File: config.mk
export PLATFORM = sky130hd
export DESIGN_NAME = circle_pair_collision_scan_core
export DESIGN_NICKNAME = d
export VERILOG_FILES = /design/src/rtl/core/cpcs_pkg.sv /design/src/rtl/core/cpcs_dp.sv /design/src/rtl/core/cpcs_ctrl.sv /design/src/rtl/core/circle_pair_collision_scan_core.sv
export VERILOG_INCLUDE_DIRS = /design/src /design/src/rtl/core
export SDC_FILE = /design/constraint.sdc
export NUM_CORES = 2
export LEC_CHECK = 0
export BUFFER_PORTS_ARGS = -buffer_cell sky130_fd_sc_hd__clkbuf_2
export CELL_PAD_IN_SITES_DETAIL_PLACEMENT = 0
export CELL_PAD_IN_SITES_GLOBAL_PLACEMENT = 2
export CORE_MARGIN = 2
export CORE_UTILIZATION = 45
export CTS_CLUSTER_SIZE = 16
export DETAILED_ROUTE_END_ITERATION = 8
export GPL_TIMING_DRIVEN = 0
export PLACE_DENSITY = 0.89
export SYNTH_ARGS = -nofsm -noshare
export SYNTH_HDL_FRONTEND = slang
export SYNTH_SLANG_ARGS = --single-unit
export TNS_END_PERCENT = 5
File: constraint.sdc
create_clock -name clk -period 8.1 [get_ports clk]
set_input_delay 1.215 -clock clk [delete_from_list [all_inputs] [get_ports clk]]
set_output_delay 1.215 -clock clk [all_outputs]
set_load 0.02 [all_outputs]
File: src/rtl/core/assert_macros.svh
// Assertion macros used by the top level of the collision scan core.
`ifndef ASSERT_MACROS_SVH
`define ASSERT_MACROS_SVH

// Check that an implication property holds on every rising clock edge out of reset.
`define ASSERT_PROP(lbl, clk, rst_n, prop, msg) \
	lbl: assert property (@(posedge clk) disable iff (!rst_n) prop) else $error(msg);

// Check that a condition is never true on a rising clock edge out of reset.
`define ASSERT_NEVER(lbl, clk, rst_n, cond, msg) \
	lbl: assert property (@(posedge clk) disable iff (!rst_n) !(cond)) else $error(msg);

`endif

File: src/rtl/core/cpcs_pkg.sv
// Package with the types and constants of the circle pair collision scan core.
package cpcs_pkg;

	localparam int DEF_MAX_CIRCLES = 8;
	localparam int COORD_W         = 16;
	localparam int INDEX_OUT_W     = 3;

	typedef struct packed {
		logic signed [COORD_W-1:0] pos_x;
		logic signed [COORD_W-1:0] pos_y;
		logic [COORD_W-1:0]        radius;
		logic                      final_circle;
	} cpcs_in_t;

	typedef struct packed {
		logic [INDEX_OUT_W-1:0] first_index;
		logic [INDEX_OUT_W-1:0] second_index;
		logic                   pair_valid;
		logic                   dropped;
		logic                   run_end;
	} cpcs_out_t;

	typedef enum logic [1:0] {
		ST_LOAD,
		ST_SCAN,
		ST_DRAIN,
		ST_CLOSE
	} cpcs_state_t;

	// Controller to datapath commands
	typedef struct packed {
		logic load;
		logic issue;
	} cpcs_cmd_t;

	// Datapath to controller status
	typedef struct packed {
		logic pipe_busy;
		logic hit;
	} cpcs_status_t;

endpackage

File: src/rtl/core/cpcs_dp.sv
// Datapath: circle stores and the pipelined pair distance test.
module cpcs_dp #(
	parameter int MAX_CIRCLES = cpcs_pkg::DEF_MAX_CIRCLES,
	parameter int IDX_W       = $clog2(MAX_CIRCLES)
) (
	input  logic                   clk,
	input  logic                   arst_n,
	input  cpcs_pkg::cpcs_cmd_t    cmd,
	input  logic [IDX_W-1:0]       wr_addr,
	input  logic [IDX_W-1:0]       rd_i,
	input  logic [IDX_W-1:0]       rd_j,
	input  cpcs_pkg::cpcs_in_t     circle,
	output cpcs_pkg::cpcs_status_t status,
	output logic [IDX_W-1:0]       hit_i,
	output logic [IDX_W-1:0]       hit_j
);
	import cpcs_pkg::*;

	logic signed [COORD_W-1:0] x_mem [MAX_CIRCLES];
	logic signed [COORD_W-1:0] y_mem [MAX_CIRCLES];
	logic [COORD_W-1:0]        r_mem [MAX_CIRCLES];

	logic signed [COORD_W-1:0] xi_s1, xj_s1, yi_s1, yj_s1;
	logic [COORD_W-1:0]        ri_s1, rj_s1;
	logic [IDX_W-1:0]          i_s1, j_s1, i_s2, j_s2, i_s3, j_s3, i_s4, j_s4;
	logic                      v_s1, v_s2, v_s3, hit_s4;

	logic [COORD_W-1:0]        adx_s2, ady_s2;
	logic [COORD_W:0]          rsum_s2;
	logic [2*COORD_W-1:0]      sqx_s3, sqy_s3;
	logic [2*COORD_W+1:0]      rsq_s3;

	logic signed [COORD_W:0]   dx, dy;
	logic signed [COORD_W:0]   ndx, ndy;
	logic [2*COORD_W:0]        dist2;
	logic                      collide;

	always_ff @(posedge clk) begin
		if (cmd.load) begin
			x_mem[wr_addr] <= circle.pos_x;
			y_mem[wr_addr] <= circle.pos_y;
			r_mem[wr_addr] <= circle.radius;
		end
	end

	// Stage 1: registered reads of both circles of the pair
	always_ff @(posedge clk) begin
		xi_s1 <= x_mem[rd_i];
		xj_s1 <= x_mem[rd_j];
		yi_s1 <= y_mem[rd_i];
		yj_s1 <= y_mem[rd_j];
		ri_s1 <= r_mem[rd_i];
		rj_s1 <= r_mem[rd_j];
		i_s1  <= rd_i;
		j_s1  <= rd_j;
	end

	// Stage 2: differences as magnitudes, radius sum
	always_comb begin
		dx  = (COORD_W+1)'(xi_s1) - (COORD_W+1)'(xj_s1);
		dy  = (COORD_W+1)'(yi_s1) - (COORD_W+1)'(yj_s1);
		ndx = -dx;
		ndy = -dy;
	end

	always_ff @(posedge clk) begin
		adx_s2  <= dx[COORD_W] ? ndx[COORD_W-1:0] : dx[COORD_W-1:0];
		ady_s2  <= dy[COORD_W] ? ndy[COORD_W-1:0] : dy[COORD_W-1:0];
		rsum_s2 <= (COORD_W+1)'(ri_s1) + (COORD_W+1)'(rj_s1);
		i_s2    <= i_s1;
		j_s2    <= j_s1;
	end

	// Stage 3: squares
	always_ff @(posedge clk) begin
		sqx_s3 <= adx_s2 * adx_s2;
		sqy_s3 <= ady_s2 * ady_s2;
		rsq_s3 <= rsum_s2 * rsum_s2;
		i_s3   <= i_s2;
		j_s3   <= j_s2;
	end

	// Stage 4: distance sum against squared radius sum, touching counts
	always_comb begin
		dist2   = (2*COORD_W+1)'(sqx_s3) + (2*COORD_W+1)'(sqy_s3);
		collide = (2*COORD_W+2)'(dist2) <= rsq_s3;
	end

	always_ff @(posedge clk) begin
		i_s4 <= i_s3;
		j_s4 <= j_s3;
	end

	always_ff @(posedge clk or negedge arst_n) begin
		if (!arst_n) begin
			v_s1   <= 1'b0;
			v_s2   <= 1'b0;
			v_s3   <= 1'b0;
			hit_s4 <= 1'b0;
		end else begin
			v_s1   <= cmd.issue;
			v_s2   <= v_s1;
			v_s3   <= v_s2;
			hit_s4 <= v_s3 & collide;
		end
	end

	assign status.pipe_busy = v_s1 | v_s2 | v_s3;
	assign status.hit       = hit_s4;
	assign hit_i            = i_s4;
	assign hit_j            = j_s4;

endmodule

File: src/rtl/core/cpcs_ctrl.sv
// Controller: load counting, pair walk and closing sequence.
module cpcs_ctrl #(
	parameter int MAX_CIRCLES = cpcs_pkg::DEF_MAX_CIRCLES,
	parameter int IDX_W       = $clog2(MAX_CIRCLES),
	parameter int CNT_W       = $clog2(MAX_CIRCLES + 1)
) (
	input  logic                   clk,
	input  logic                   arst_n,
	input  logic                   start,
	input  logic                   final_circle,
	input  cpcs_pkg::cpcs_status_t status,
	output cpcs_pkg::cpcs_cmd_t    cmd,
	output logic [IDX_W-1:0]       wr_addr,
	output logic [IDX_W-1:0]       rd_i,
	output logic [IDX_W-1:0]       rd_j,
	output logic                   busy,
	output logic                   closing,
	output logic                   dropped
);
	import cpcs_pkg::*;

	cpcs_state_t      state_q, state_d;
	logic [CNT_W-1:0] cnt_q, cnt_d;
	logic             ovf_q;
	logic [IDX_W-1:0] i_q, j_q;
	logic             accept, has_room, last_col, last_row;

	always_ff @(posedge clk or negedge arst_n) begin
		if (!arst_n) begin
			state_q <= ST_LOAD;
		end else begin
			state_q <= state_d;
		end
	end

	always_comb begin
		accept   = start & (state_q == ST_LOAD);
		has_room = cnt_q < CNT_W'(MAX_CIRCLES);
		cnt_d    = has_room ? cnt_q + CNT_W'(1) : cnt_q;
		last_col = CNT_W'(j_q) == cnt_q - CNT_W'(1);
		last_row = CNT_W'(i_q) == cnt_q - CNT_W'(2);
		state_d  = state_q;
		cmd      = '0;
		busy     = 1'b1;
		closing  = 1'b0;
		case (state_q)
			ST_LOAD: begin
				busy     = 1'b0;
				cmd.load = accept & has_room;
				if (accept && final_circle) begin
					state_d = (cnt_d < CNT_W'(2)) ? ST_CLOSE : ST_SCAN;
				end
			end
			ST_SCAN: begin
				cmd.issue = 1'b1;
				if (last_col && last_row) begin
					state_d = ST_DRAIN;
				end
			end
			ST_DRAIN: begin
				if (!status.pipe_busy) begin
					state_d = ST_CLOSE;
				end
			end
			ST_CLOSE: begin
				closing = 1'b1;
				state_d = ST_LOAD;
			end
			default: begin
				state_d = ST_LOAD;
			end
		endcase
	end

	always_ff @(posedge clk or negedge arst_n) begin
		if (!arst_n) begin
			cnt_q <= '0;
			ovf_q <= 1'b0;
			i_q   <= '0;
			j_q   <= '0;
		end else begin
			if (accept) begin
				cnt_q <= cnt_d;
				if (!has_room) begin
					ovf_q <= 1'b1;
				end
				i_q <= '0;
				j_q <= IDX_W'(1);
			end else if (state_q == ST_SCAN) begin
				if (last_col) begin
					i_q <= i_q + IDX_W'(1);
					j_q <= i_q + IDX_W'(2);
				end else begin
					j_q <= j_q + IDX_W'(1);
				end
			end else if (state_q == ST_CLOSE) begin
				cnt_q <= '0;
				ovf_q <= 1'b0;
			end
		end
	end

	assign wr_addr = cnt_q[IDX_W-1:0];
	assign rd_i    = i_q;
	assign rd_j    = j_q;
	assign dropped = ovf_q;

endmodule

File: src/rtl/core/circle_pair_collision_scan_core.sv
// Top level of the circle pair collision scan core.
//
//  channel  | direction | handshake                     | payload
//  ---------+-----------+-------------------------------+-----------------------
//  circle   | in        | start high while busy is low  | cpcs_in_t (x, y, r, final)
//  result   | out       | strobe high for one cycle     | cpcs_out_t (pair, flags)
//
// Busy stays low throughout the load phase, so circles can be loaded back to back.
// The circle that carries final_circle starts the scan: one pair of n loaded
// circles enters the distance pipeline each cycle until all n*(n-1)/2 pairs
// have entered, then the four-stage pipeline flushes and the closing
// transaction follows (fewer than two circles go straight to closing).
// Busy is high for the whole scan phase.
// Reset clears the controller and the pipeline valid bits; store contents
// are undefined until loaded. The receiver cannot stall: each result
// transaction is presented for exactly one cycle.
module circle_pair_collision_scan_core #(
	parameter int MAX_CIRCLES = cpcs_pkg::DEF_MAX_CIRCLES
) (
	input  logic                clk,
	input  logic                arst_n,
	input  logic                start,
	output logic                busy,
	input  cpcs_pkg::cpcs_in_t  circle,
	output logic                strobe,
	output cpcs_pkg::cpcs_out_t result
);
	import cpcs_pkg::*;

	`include "assert_macros.svh"

	localparam int IDX_W = $clog2(MAX_CIRCLES);
	localparam int CNT_W = $clog2(MAX_CIRCLES + 1);

	cpcs_cmd_t        cmd;
	cpcs_status_t     dp_status;
	logic [IDX_W-1:0] wr_addr, rd_i, rd_j, hit_i, hit_j;
	logic             closing, dropped;

	cpcs_ctrl #(
		.MAX_CIRCLES (MAX_CIRCLES),
		.IDX_W       (IDX_W),
		.CNT_W       (CNT_W)
	) u_ctrl (
		.clk          (clk),
		.arst_n       (arst_n),
		.start        (start),
		.final_circle (circle.final_circle),
		.status       (dp_status),
		.cmd          (cmd),
		.wr_addr      (wr_addr),
		.rd_i         (rd_i),
		.rd_j         (rd_j),
		.busy         (busy),
		.closing      (closing),
		.dropped      (dropped)
	);

	cpcs_dp #(
		.MAX_CIRCLES (MAX_CIRCLES),
		.IDX_W       (IDX_W)
	) u_dp (
		.clk     (clk),
		.arst_n  (arst_n),
		.cmd     (cmd),
		.wr_addr (wr_addr),
		.rd_i    (rd_i),
		.rd_j    (rd_j),
		.circle  (circle),
		.status  (dp_status),
		.hit_i   (hit_i),
		.hit_j   (hit_j)
	);

	// Colliding pairs come out of the pipeline; the closing transaction comes
	// from the controller once the pipeline is empty. Indices wrap to 3 bits.
	always_comb begin
		strobe              = dp_status.hit | closing;
		result.pair_valid   = dp_status.hit;
		result.run_end      = closing;
		result.dropped      = dropped;
		result.first_index  = closing ? '0 : INDEX_OUT_W'(hit_i);
		result.second_index = closing ? '0 : INDEX_OUT_W'(hit_j);
	end

	// A pair hit and the closing transaction never share a cycle.
	`ASSERT_NEVER(a_hit_close_apart, clk, arst_n, dp_status.hit && closing, "pair hit during close")

	// Reported pairs keep the lower index first.
	`ASSERT_PROP(a_pair_order, clk, arst_n, dp_status.hit |-> (hit_i < hit_j), "pair out of order")

	// The load phase sees an empty pipeline.
	`ASSERT_PROP(a_idle_empty, clk, arst_n, !busy |-> (!dp_status.pipe_busy && !dp_status.hit), "pipeline active while idle")

	// After the closing transaction the block returns to loading.
	`ASSERT_PROP(a_close_idle, clk, arst_n, closing |=> !busy, "busy after closing transaction")

endmodule

==> flow_metrics.env <==
export IMPL_status="finished clean"
export IMPL_gp_routability_congestion=0.8351
export IMPL_cts_tree="done"
export IMPL_syn_inst=4365
export IMPL_fmax_ghz=0.1354
export IMPL_post_cts_buffers=0
export IMPL_first_global_vias=34020
export IMPL_yosys_warnings=0
export IMPL_synth_edf_count=384
export IMPL_hold_viol=0
export IMPL_crit_buf_inv=4
export IMPL_critPathMaxStageDelay_ps=680
export IMPL_syn2layout_area_growth_pct=9.017
export IMPL_tns_ps=0
export IMPL_cap_violations=0
export IMPL_drive_gt1_share_pct=11.01
export IMPL_crit_arrival_ps=7880
export IMPL_grt_pass1_wl_um=186600
export IMPL_drtPass1Iterations=5
export IMPL_clock_latency_ps=630
export IMPL_start_kind="flop"
export IMPL_slew_headroom_pct=10.46
export IMPL_synthesis_nets=5376
export IMPL_drc_errors=0
export IMPL_end_kind="flop"
export IMPL_synthesis_area_um2=51210
export IMPL_antenna_found_initial=13
export IMPL_tightest_slew_ps=1343
export IMPL_cts_sinks=665
export IMPL_totalWireLength_um=117000
export IMPL_numPortBuffers=62
export IMPL_nets=5514
export IMPL_worstPathCellList="clkbuf_1 > nand2_1 > fa_1 > fa_1 > inv_1 > fa_1 > fa_1 > fa_1 > inv_1 > fa_1 > inv_1 > ha_1 > or3_1 > a2111oi_0 > or3_1 > o31ai_1 > a31oi_1 > o21bai_1 > xor2_1"
export IMPL_coreArea_um2=112700
export IMPL_placed_area_um2=53510
export IMPL_ys_types=74
export IMPL_cts_root_buf="clkbuf_16"
export IMPL_cts_resized_gates=0
export IMPL_crit_top_cell="fa_1"
export IMPL_grt_overflow=0
export IMPL_min_path_type="flop to flop"
export IMPL_fin_crit_sh_pct=91.17
export IMPL_final_cell_mix="inv_1 (837), fa_1 (526), ha_1 (433), edfxtp_1 (384), nand2_1 (285)"
export IMPL_cts_buffers=70
export IMPL_synth_top_flop_cell="edfxtp_1"
export IMPL_final_antenna_net_count=0
export IMPL_synth_seq_cells=665
export IMPL_initialDrtViolationCount=1934
export IMPL_worstPathRequired_ps=8590
export IMPL_cp_slowest_cell="dfxtp_1"
export IMPL_critPathKind="flop to flop"
export IMPL_htreeDepth=3
export IMPL_dp_hpwl_um=89900
export IMPL_slew_violations=0
export IMPL_wl_per_cell_um=19.30
export IMPL_io_pins=63
export IMPL_num_vias=31870
export IMPL_cts_buffer_depth=3
export IMPL_layout_commonest_cell="inv_1"
export IMPL_fin_area_um2=55820
export IMPL_hold_buffers=0
export IMPL_async_flop_share_pct=2.556
export IMPL_start_util_pct=45.45
export IMPL_die_y_um=341.3
export IMPL_grt_usage_pct=20.65
export IMPL_clk_pin_slew_ps=60
export IMPL_cp_max_fo=10
export IMPL_die_w_um=341.3
export IMPL_cp_top_family="adder cells"
export IMPL_skew_ps=24.29
export IMPL_min_period_ps=7385
export IMPL_die_area_um2=116500
export IMPL_seq_area_frac_synth_pct=33.67
export IMPL_placementRows=123
export IMPL_rsz0062_at_grt="no"
export IMPL_setup_viol=0
export IMPL_grt_max_degree=49
export IMPL_syn_area_per_cell_um2=11.73
export IMPL_routed_via_density=5.258
==> through the flow <==
step | util (%) | hold WS (ps) | setup WS (ps) | instances
global placement | 47.40 | 311.8 | 786.9 | 5927
global route | 49.55 | 333.5 | 389.4 | 6059
CTS | 49.55 | 324.5 | 736.4 | 6059
detailed placement | 47.50 | 312.1 | 810.4 | 5931
floorplan | - | 309.6 | 2056 | 4365
finish | 49.55 | 324.7 | 715.3 | 6061
==> layout make-up <==
class,instances,area [µm²]
fill,10110,56830
buffer,121,466.7
clock buffer,101,1971
tap,1500,1877
clock inverter,27,339.1
timing repair buffer,66,405.4
sequential,665,17240
multi-input combinational,2742,30380
inverter,837,3142
antenna,2,5.005
==> flip-flops by register name, indices dropped and copies added (netlist names), 17 cells and up <==
name,cells
u_dp.rsq_s3,33
u_dp.x_mem,128
u_dp.sqy_s3,31
u_dp.r_mem,128
u_dp.rsum_s2,17
u_dp.y_mem,128
u_dp.sqx_s3,31
==> kinds of logic (layout without fill, tap and decap cells) <==
logic type | count (synthesis) | count (layout) | synth area share (%)
AO/OA/AOI/OAI | 480 | 480 | 6.211
XOR/XNOR | 198 | 198 | 3.387
adder cells (fa/ha/maj) | 959 | 959 | 31.14
buffers and inverters | 958 | 1152 | 7.047
flip-flops | 665 | 665 | 33.67
multiplexers | 296 | 296 | 10.72
other | 0 | 2 | 0
AND/OR/NAND/NOR | 809 | 809 | 7.817
==> final timing paths <==
check	endpoint	startpoint	depth (start not counted)	slack [ps]
worst max-delay path	u_dp.sqy_s3[27]	u_dp.ady_s2[9]	19	720
worst min-delay path	u_dp.i_s2[2]	u_dp.i_s1[2]	0	320
worst max register to register	u_dp.sqy_s3[27]	u_dp.ady_s2[9]	19	720
worst min register to register	u_dp.i_s2[2]	u_dp.i_s1[2]	0	320
max in group asynchronous	u_ctrl.cnt_q[1]	arst_n	1	7260
min in group asynchronous	u_dp.hit_s4	arst_n	1	530
==> per-layer routing <==
metal	routed length [µm]	part of all wire [%]	track usage [%]
met1	50290	43	27.13
met2	57820	49	35.72
met3	5584	4.8	3.000
met4	3148	2.7	5.653
met5	114	0.097	0
==> cell usage after synthesis, types with 7 or more instances <==
| library cell | n | share of area [%] |
|---|---|---|
| a2111oi_0 | 11 | 0.19 |
| a211o_1 | 11 | 0.19 |
| a211oi_1 | 22 | 0.32 |
| a21o_1 | 70 | 1.0 |
| a21oi_1 | 121 | 1.2 |
| a31o_2 | 7 | 0.12 |
| a31oi_1 | 24 | 0.29 |
| and2_1 | 163 | 2.0 |
| and3_1 | 18 | 0.22 |
| buf_1 | 20 | 0.15 |
| clkbuf_1 | 97 | 0.71 |
| dfrtp_1 | 17 | 0.83 |
| dfxtp_1 | 264 | 10 |
| edfxtp_1 | 384 | 23 |
| fa_1 | 526 | 21 |
| ha_1 | 433 | 11 |
| inv_1 | 837 | 6.1 |
| mux2_2 | 100 | 2.2 |
| mux4_2 | 192 | 8.4 |
| nand2_1 | 285 | 2.1 |
| nand2b_1 | 22 | 0.27 |
| nand3_1 | 34 | 0.33 |
| nand4_1 | 20 | 0.24 |
| nor2_1 | 120 | 0.88 |
| nor2b_1 | 44 | 0.54 |
| nor3_1 | 44 | 0.43 |
| o21a_1 | 27 | 0.40 |
| o21ai_0 | 83 | 0.81 |
| o21bai_1 | 24 | 0.35 |
| o22ai_1 | 7 | 0.086 |
| o31ai_1 | 13 | 0.19 |
| or2_2 | 13 | 0.16 |
| or3_1 | 17 | 0.21 |
| xnor2_1 | 144 | 2.5 |
| xor2_1 | 54 | 0.92 |
Power is not shown: default switching activity piles up to over one toggle a cycle in this logic, so the estimate is an artifact.
